## src/sv/frp_pkg.sv

```systemverilog
// ----------------------------------------------------------------------------
// frp_pkg: shared definitions for the FIFO page replacement block
// Widths, reset values, register indexes, controller states and the
// control group that the controller sends to the frame memory.
// ----------------------------------------------------------------------------
package frp_pkg;

	localparam int FRAMES_DEF = 8;
	localparam int PAGE_W     = 8;
	localparam int CNT_W      = 16;
	localparam int CFG_W      = 4;
	localparam int APB_DW     = 32;
	localparam int APB_AW     = 3;

	localparam logic [CFG_W-1:0] FRAME_COUNT_RST = 4'd3;
	localparam logic [CNT_W-1:0] CNT_MAX         = {CNT_W{1'b1}};

	// Register index as decoded from paddr[APB_AW-1:2].
	localparam logic REG_FRAME_COUNT = 1'b0;

	typedef enum logic [1:0] {
		ST_IDLE,
		ST_SCAN,
		ST_FIN
	} state_t;

	typedef struct packed {
		logic re;
		logic we;
	} mem_ctl_t;

endpackage

```

## src/sv/frp_mem.sv

```systemverilog
// ----------------------------------------------------------------------------
// frp_mem: frame page store
// One write port and one read port, read data registered.
// ----------------------------------------------------------------------------
module frp_mem #(
	parameter int FRAMES = frp_pkg::FRAMES_DEF,
	parameter int PTR_W  = (FRAMES > 1) ? $clog2(FRAMES) : 1
) (
	input  logic                      clk,
	input  frp_pkg::mem_ctl_t         mem_ctl,
	input  logic [PTR_W-1:0]          raddr,
	input  logic [PTR_W-1:0]          waddr,
	input  logic [frp_pkg::PAGE_W-1:0] wdata,
	output logic [frp_pkg::PAGE_W-1:0] rdata
);

	logic [frp_pkg::PAGE_W-1:0] mem_q [FRAMES];
	logic [frp_pkg::PAGE_W-1:0] rdata_q;

	always_ff @(posedge clk) begin
		if (mem_ctl.we) begin
			mem_q[waddr] <= wdata;
		end
		if (mem_ctl.re) begin
			rdata_q <= mem_q[raddr];
		end
	end

	assign rdata = rdata_q;

endmodule

```

## src/sv/frp_ctrl.sv

```systemverilog
// ----------------------------------------------------------------------------
// frp_ctrl: search and update sequencer
// Frames are kept as a circular buffer in the frame memory: head_q is the
// oldest page. Each reference is compared against the resident pages one
// memory read per cycle, then the totals and result are updated and, on a miss, the buffer.
// ----------------------------------------------------------------------------
module frp_ctrl #(
	parameter int FRAMES = frp_pkg::FRAMES_DEF,
	parameter int PTR_W  = (FRAMES > 1) ? $clog2(FRAMES) : 1
) (
	input  logic                         clk,
	input  logic                         arst_n,
	input  logic [frp_pkg::CFG_W-1:0]    frame_count,
	input  logic                         in_valid,
	output logic                         in_stall,
	input  logic [frp_pkg::PAGE_W-1:0]   page_id,
	output logic                         out_valid,
	input  logic                         out_stall,
	output logic                         hit,
	output logic                         evict_valid,
	output logic [frp_pkg::PAGE_W-1:0]   evicted_page,
	output logic [frp_pkg::CNT_W-1:0]    hit_total,
	output logic [frp_pkg::CNT_W-1:0]    miss_total,
	output frp_pkg::mem_ctl_t            mem_ctl,
	output logic [PTR_W-1:0]             raddr,
	output logic [PTR_W-1:0]             waddr,
	output logic [frp_pkg::PAGE_W-1:0]   wdata,
	input  logic [frp_pkg::PAGE_W-1:0]   rdata
);

	localparam int OCC_W = $clog2(FRAMES + 1);
	localparam int SUM_W = ((OCC_W > PTR_W) ? OCC_W : PTR_W) + 1;
	localparam int LIM_W = (OCC_W > frp_pkg::CFG_W) ? OCC_W : frp_pkg::CFG_W;

	frp_pkg::state_t state_q, state_d;

	logic [frp_pkg::PAGE_W-1:0] page_q;
	logic [OCC_W-1:0]           occ_q;
	logic [PTR_W-1:0]           head_q;
	logic [OCC_W-1:0]           scan_q;
	logic                       found_q;
	logic [frp_pkg::PAGE_W-1:0] victim_q;
	logic [frp_pkg::CNT_W-1:0]  hit_cnt_q;
	logic [frp_pkg::CNT_W-1:0]  miss_cnt_q;

	logic                       out_valid_q;
	logic                       hit_q;
	logic                       evict_q;
	logic [frp_pkg::PAGE_W-1:0] evicted_q;

	logic             accept;
	logic             out_free;
	logic             match;
	logic             last;
	logic             evict;
	logic             fin_load;
	logic [LIM_W-1:0] lim;
	logic [OCC_W-1:0] scan_nxt;

	// Circular pointer add; the base is below FRAMES and the offset at most
	// FRAMES, so one conditional subtract wraps the sum.
	function automatic logic [PTR_W-1:0] ptr_add(input logic [PTR_W-1:0] base,
		input logic [OCC_W-1:0] off);
		logic [SUM_W-1:0] s;
		s = SUM_W'(base) + SUM_W'(off);
		if (s >= SUM_W'(FRAMES)) begin
			s = s - SUM_W'(FRAMES);
		end
		return s[PTR_W-1:0];
	endfunction

	always_comb begin
		if (frame_count == '0) begin
			lim = LIM_W'(1);
		end else if (LIM_W'(frame_count) > LIM_W'(FRAMES)) begin
			lim = LIM_W'(FRAMES);
		end else begin
			lim = LIM_W'(frame_count);
		end
	end

	assign accept   = in_valid && (state_q == frp_pkg::ST_IDLE);
	assign out_free = !out_valid_q || !out_stall;
	assign match    = (rdata == page_q);
	assign scan_nxt = scan_q + OCC_W'(1);
	assign last     = (scan_nxt == occ_q);
	assign evict    = (LIM_W'(occ_q) >= lim);
	assign fin_load = (state_q == frp_pkg::ST_FIN) && out_free;

	// Next state.
	always_comb begin
		state_d = state_q;
		unique case (state_q)
			frp_pkg::ST_IDLE: begin
				if (accept) begin
					state_d = (occ_q == '0) ? frp_pkg::ST_FIN : frp_pkg::ST_SCAN;
				end
			end
			frp_pkg::ST_SCAN: begin
				if (match || last) begin
					state_d = frp_pkg::ST_FIN;
				end
			end
			frp_pkg::ST_FIN: begin
				if (out_free) begin
					state_d = frp_pkg::ST_IDLE;
				end
			end
			default: state_d = frp_pkg::ST_IDLE;
		endcase
	end

	// Memory control and handshake outputs. The next read is issued while
	// the current word is compared; the write happens only in the final
	// state, so no read of the same item can overlap it.
	always_comb begin
		mem_ctl.re = 1'b0;
		mem_ctl.we = 1'b0;
		raddr      = head_q;
		in_stall   = 1'b1;
		unique case (state_q)
			frp_pkg::ST_IDLE: begin
				in_stall   = 1'b0;
				mem_ctl.re = in_valid;
			end
			frp_pkg::ST_SCAN: begin
				mem_ctl.re = !match && !last;
				raddr      = ptr_add(head_q, scan_nxt);
			end
			frp_pkg::ST_FIN: begin
				mem_ctl.we = out_free && !found_q;
			end
			default: begin
				mem_ctl.re = 1'b0;
			end
		endcase
	end

	// The new page always goes just past the newest one; on an eviction the
	// head then moves on, so the set keeps its size.
	assign waddr = ptr_add(head_q, occ_q);
	assign wdata = page_q;

	always_ff @(posedge clk or negedge arst_n) begin
		if (!arst_n) begin
			state_q     <= frp_pkg::ST_IDLE;
			occ_q       <= '0;
			head_q      <= '0;
			hit_cnt_q   <= '0;
			miss_cnt_q  <= '0;
			out_valid_q <= 1'b0;
		end else begin
			state_q <= state_d;
			if (fin_load) begin
				out_valid_q <= 1'b1;
			end else if (!out_stall) begin
				out_valid_q <= 1'b0;
			end
			if (fin_load) begin
				if (found_q) begin
					if (hit_cnt_q != frp_pkg::CNT_MAX) begin
						hit_cnt_q <= hit_cnt_q + frp_pkg::CNT_W'(1);
					end
				end else begin
					if (miss_cnt_q != frp_pkg::CNT_MAX) begin
						miss_cnt_q <= miss_cnt_q + frp_pkg::CNT_W'(1);
					end
					if (evict) begin
						head_q <= ptr_add(head_q, OCC_W'(1));
					end else begin
						occ_q <= occ_q + OCC_W'(1);
					end
				end
			end
		end
	end

	always_ff @(posedge clk) begin
		if (accept) begin
			page_q  <= page_id;
			scan_q  <= '0;
			found_q <= 1'b0;
		end
		if (state_q == frp_pkg::ST_SCAN) begin
			// The first word read is the oldest page, the eviction candidate.
			if (scan_q == '0) begin
				victim_q <= rdata;
			end
			if (match) begin
				found_q <= 1'b1;
			end
			scan_q <= scan_nxt;
		end
		if (fin_load) begin
			hit_q     <= found_q;
			evict_q   <= !found_q && evict;
			evicted_q <= (!found_q && evict) ? victim_q : '0;
		end
	end

	assign out_valid    = out_valid_q;
	assign hit          = hit_q;
	assign evict_valid  = evict_q;
	assign evicted_page = evicted_q;
	assign hit_total    = hit_cnt_q;
	assign miss_total   = miss_cnt_q;

	a_occ_range: assert property (@(posedge clk) disable iff (!arst_n)
		OCC_W'(FRAMES) >= occ_q)
		else $error("occupancy exceeds the number of frames");

	a_scan_range: assert property (@(posedge clk) disable iff (!arst_n)
		(state_q == frp_pkg::ST_SCAN) |-> (scan_q < occ_q))
		else $error("search index passed the resident pages");

	a_one_item: assert property (@(posedge clk) disable iff (!arst_n)
		accept |=> in_stall)
		else $error("new transaction accepted while one is in progress");

	a_hit_count: assert property (@(posedge clk) disable iff (!arst_n)
		(fin_load && found_q) |=> ((hit_cnt_q == $past(hit_cnt_q) + frp_pkg::CNT_W'(1))
		|| (hit_cnt_q == frp_pkg::CNT_MAX)) && $stable(miss_cnt_q) && $stable(occ_q))
		else $error("hit did not advance only the hit total");

endmodule

```

## src/sv/fifo_page_replacement.sv

```systemverilog
// ----------------------------------------------------------------------------
// fifo_page_replacement: FIFO page replacement with running hit/miss totals
// One transaction at a time: in_stall stays high from acceptance until its result
//   is loaded into the output register. The search compares 1..occupancy resident
//   pages (none when no page is resident); the frame memory has one read port, so the
//   search reads one resident page per cycle.
// Reset clears occupancy, head pointer and totals and sets frame_count to 3;
//   frame memory contents are not cleared.
// ----------------------------------------------------------------------------
module fifo_page_replacement #(
	parameter int FRAMES = frp_pkg::FRAMES_DEF
) (
	input  logic                         clk,
	input  logic                         arst_n,
	input  logic                         psel,
	input  logic                         penable,
	input  logic                         pwrite,
	input  logic [frp_pkg::APB_AW-1:0]   paddr,
	input  logic [frp_pkg::APB_DW-1:0]   pwdata,
	output logic [frp_pkg::APB_DW-1:0]   prdata,
	output logic                         pready,
	input  logic                         in_valid,
	output logic                         in_stall,
	input  logic [frp_pkg::PAGE_W-1:0]   page_id,
	output logic                         out_valid,
	input  logic                         out_stall,
	output logic                         hit,
	output logic                         evict_valid,
	output logic [frp_pkg::PAGE_W-1:0]   evicted_page,
	output logic [frp_pkg::CNT_W-1:0]    hit_total,
	output logic [frp_pkg::CNT_W-1:0]    miss_total
);

	localparam int PTR_W = (FRAMES > 1) ? $clog2(FRAMES) : 1;

	logic [frp_pkg::CFG_W-1:0]  frame_count_q;
	logic                       reg_idx;
	frp_pkg::mem_ctl_t          mem_ctl;
	logic [PTR_W-1:0]           raddr;
	logic [PTR_W-1:0]           waddr;
	logic [frp_pkg::PAGE_W-1:0] wdata;
	logic [frp_pkg::PAGE_W-1:0] rdata;

	assign pready  = 1'b1;
	assign reg_idx = paddr[2];

	always_ff @(posedge clk or negedge arst_n) begin
		if (!arst_n) begin
			frame_count_q <= frp_pkg::FRAME_COUNT_RST;
		end else if (psel && penable && pwrite && (reg_idx == frp_pkg::REG_FRAME_COUNT)) begin
			frame_count_q <= pwdata[frp_pkg::CFG_W-1:0];
		end
	end

	always_comb begin
		prdata = '0;
		if (reg_idx == frp_pkg::REG_FRAME_COUNT) begin
			prdata = frp_pkg::APB_DW'(frame_count_q);
		end
	end

	frp_ctrl #(
		.FRAMES (FRAMES),
		.PTR_W  (PTR_W)
	) u_ctrl (
		.clk          (clk),
		.arst_n       (arst_n),
		.frame_count  (frame_count_q),
		.in_valid     (in_valid),
		.in_stall     (in_stall),
		.page_id      (page_id),
		.out_valid    (out_valid),
		.out_stall    (out_stall),
		.hit          (hit),
		.evict_valid  (evict_valid),
		.evicted_page (evicted_page),
		.hit_total    (hit_total),
		.miss_total   (miss_total),
		.mem_ctl      (mem_ctl),
		.raddr        (raddr),
		.waddr        (waddr),
		.wdata        (wdata),
		.rdata        (rdata)
	);

	frp_mem #(
		.FRAMES (FRAMES),
		.PTR_W  (PTR_W)
	) u_mem (
		.clk     (clk),
		.mem_ctl (mem_ctl),
		.raddr   (raddr),
		.waddr   (waddr),
		.wdata   (wdata),
		.rdata   (rdata)
	);

endmodule

```

## config.mk

```make
export PLATFORM = sky130hd
export DESIGN_NAME = fifo_page_replacement
export DESIGN_NICKNAME = d
export VERILOG_FILES = /design/src/sv/frp_pkg.sv /design/src/sv/frp_mem.sv /design/src/sv/frp_ctrl.sv /design/src/sv/fifo_page_replacement.sv
export SDC_FILE = /design/constraint.sdc
export NUM_CORES = 1
export LEC_CHECK = 0
export BUFFER_PORTS_ARGS = -buffer_cell sky130_fd_sc_hd__buf_2
export CAP_MARGIN = 25
export CORE_ASPECT_RATIO = 1.5
export CORE_MARGIN = 2
export CORE_UTILIZATION = 50
export DETAILED_ROUTE_END_ITERATION = 6
export GPL_TIMING_DRIVEN = 0
export PLACE_DENSITY = 0.76
export SLEW_MARGIN = 0
export SYNTH_ARGS = -nofsm -noshare
export SYNTH_HDL_FRONTEND = slang
export SYNTH_SLANG_ARGS = --single-unit
```

## constraint.sdc

```tcl
create_clock -name clk -period 2.67 [get_ports clk]
set_input_delay 0.267 -clock clk [delete_from_list [all_inputs] [get_ports clk]]
set_output_delay 0.267 -clock clk [all_outputs]
set_load 0.01 [all_outputs]
```

==> summary.md <==
| Metric | Value |
|---|---|
| Post-DP HPWL | 9914 µm |
| Cell Area, Synth | 0.006704 mm² |
| Antenna diodes | 0 |
| Setup ws final | -0.06726 ns |
| Final Instance Area | 0.008183 mm² |
| FFs w/ async S/R, synth | 30.87% |
| Final Skew | 0.007065 ns |
| Placer Congestion | 0.8076 |
| Most frequent cell after synthesis | edfxtp_1 |
| GRT Overall Usage | 20.15% |
| Final Power | 9.388 mW |
| Clk_lat worst skew | 0.41 ns |
| WL/cell | 17.52 µm |
| Pwr per Cell Area | 1147 mW/mm² |
| Fill count | 988 |
| Synth cell count leaders | edfxtp_1 (102), nand2_1 (76), dfrtp_1 (44), buf_4 (29), xnor2_1 (24) |
| Sum Neg Setup Slack | -0.5395 ns |
| Min-delay worst type | in -> reg |
| Max H-tree Level | 4 |
| Dpl cells | 780 |
| Main flop type after synthesis | edfxtp_1 |
| Die ar. | 0.01437 mm² |
| Cell count after synthesis | 522 |
| Chip Height | 145.8 µm |
| Largest net degree at the start of global routing | 47 |
| Vias in the first global route | 4560 |
| EDFF count, synth | 102 |
| Syn-to-layout area delta | 22.06% |
| Worst Setup End Kind | flop |
| Avg Synthesized Cell Area | 12.84 µm² |
| Post-synthesis sequential area ratio | 63.20% |
| Ys Warns | 0 |
| Clock slew at reported path FFs | 0.06 ns |
| Critical path arrival | 2.86 ns |
| Yosys top cell area share | 45.69% |
| Drt pass-1 iters | 5 |
| Placeable Area | 0.01302 mm² |
| Worst hold margin | 0.02576 ns |
| Final hold vios | 0 |
| Synth Register Bits | 149 |
| Area of placed instances | 0.007393 mm² |
| Fmax | 365.3 MHz |
| Required @ worst endpoint | 2.79 ns |
| Max VDD drop | 0.6562 mV |
| Status | complete, but fails checks |
| Initial Util | 51.50% |
| Iter 0 DRT Violations | 224 |
| First-pass GRT wire length | 22630 µm |
| Multi-input gate area | 0.002360 mm² |
| DRC Markers | 0 |
| Num Clock Sinks | 149 |
| Yosys top cell by area | edfxtp_1 |
| CP startpoint kind | flop |
| Vias post-DR | 4488 |
| Worst-case clock buffer depth | 2 |
| PortBufs | 67 |
| Tightest Pin Transition | 0.9687 ns |
| Reg area | 0.004237 mm² |
| Final ANT Viol Nets | 0 |
| Period minus WS final | 2.737 ns |
| Pre-CTS WS | -0.3392 ns |
| Non-Filler Instances | 817 |
| RSZ-0062 raised after global routing | yes |
| Layout Nets | 710 |
| Synth top area cells | edfxtp_1 (46%), dfrtp_1 (16%), nand2_1 (4.3%), buf_4 (3.2%), xnor2_1 (3.1%) |
| Initial antenna violation count | 0 |
| Share of layout cells above drive strength 1 | 27.81% |
| Part of the cycle the worst path needs | 102.5% |
| Total CTS buffers | 17 |
| Drt total wl | 14320 µm |
| Chip width | 98.55 µm |
| Clock root buffer | clkbuf_16 |
| CTS tree | done |
| Rows | 51 |
| IO Pins | 127 |
| Setup CP Type | reg -> reg |
| Final count of negative-setup-slack endpoints | 16 |
| CP Max Fanout | 5 |
| Drt via density | 5.493 |
| MaxCap Viol Count | 0 |
| Post-synthesis cell type count | 47 |
| Grt total ovfl | 0 |
| Failing checks | negative setup slack |
| Slew margin rel. | 35.42% |
| Lkg Pwr | 3.442 nW |
| Slew Viols, Final | 0 |
| Final core utilization | 62.86% |
[critical path, stage by stage, from the launching register on]
cell	delay (ns)
dfrtp_1	0.46
ha_1	0.25
fa_1	0.48
xnor2_2	0.28
xnor2_2	0.15
nor4_2	0.55
buf_4	0.27
[flip-flops by register name, summed over array words and instances, names as in the netlist, 2 cells and up]
signal,cells
u_ctrl.miss_total,16
u_ctrl.evicted_page,8
u_ctrl.scan_q,4
u_ctrl.state_q,2
u_ctrl.head_q,3
u_ctrl.victim_q,8
u_ctrl.hit_total,16
frame_count_q,4
u_ctrl.occ_q,4
u_mem.mem_q,64
u_ctrl.wdata,8
u_mem.rdata,8
[kinds of logic (layout without fill, tap and decap cells)]
family                   Yosys count  after routing  synth area share, %
AO/OA/AOI/OAI                     50             50                5.151
AND/OR/NAND/NOR                  181            181                13.59
XOR/XNOR                          49             49                6.738
flip-flops                       149            149                63.20
other                              2             29               0.1120
adder cells (fa/ha/maj)           15             15                3.024
multiplexers                      21             21                3.471
buffers and inverters             55            164                4.722
[cell usage in the layout (no fill, tap or decap), types with 16 or more instances in the layout]
master / netlist / routed
mux2_2: 18 / 16
nor2_1: 22 / 20
nand2_1: 76 / 75
buf_4: 29 / 38
xnor2_1: 24 / 22
dfrtp_1: 44 / 44
a21oi_1: 20 / 20
buf_2: 1 / 68
edfxtp_1: 102 / 102
conb_1: 2 / 29
xor2_1: 23 / 22
clkbuf_16: 0 / 17
[report_power, final]
part / internal, mW / switching (mW)
combinational: 1.43 / 2.18
clock: 1.57 / 0.925
sequential: 3.00 / 0.285
[final timing paths]
| kind | start | to | slack [ns] | cells past startpoint |
|---|---|---|---|---|
| max | u_ctrl.head_q[0]$_DFFE_PN0P_ | u_mem.mem_q[0][0]$_DFFE_PP_ | -0.07 | 6 |
| min | page_id[2] | u_ctrl.wdata[2]$_DFFE_PP_ | 0.03 | 1 |
| max reg2reg | u_ctrl.head_q[0]$_DFFE_PN0P_ | u_mem.mem_q[0][0]$_DFFE_PP_ | -0.07 | 6 |
| min reg2reg | u_mem.rdata[4]$_DFFE_PP_ | u_ctrl.victim_q[4]$_DFFE_PP_ | 0.47 | 0 |
| max in group asynchronous | arst_n | frame_count_q[0]$_DFFE_PN1P_ | 1.90 | 3 |
| min in group asynchronous | arst_n | frame_count_q[2]$_DFFE_PN0P_ | 0.25 | 2 |
[final cells by class]
cell class                      count  share of cell area (%)
Timing Repair Buffer               77                   5.199
Sequential cell                   149                   51.77
Clock inverter                     12                   2.187
Inverter                           11                  0.5046
Tap cell                          159                   2.431
Clock buffer                       20                   5.336
Multi-Input combinational cell    345                   28.84
Buffer                             44                   3.731
[repair_timing]
item | CTS | global route
endpoints found under the setup margin | 61 | 45
hold buffers | 0 | 1
gates resized for setup | 24 | 9
setup buffers | 1 | 1
endpoints found under the hold margin | 0 | 8
pin swaps | 1 | 1
[metal layers]
metal / part of all wire, % / vias up / global-route usage (%)
li1: - / 2065 / -
met1: 37 / 2220 / 21.84
met2: 55 / 174 / 37.18
met3: 5.1 / 29 / 4.419
met4: 2.9 / 0 / 8.699
met5: 0 / - / 0
(Power assumes the default switching activity.)
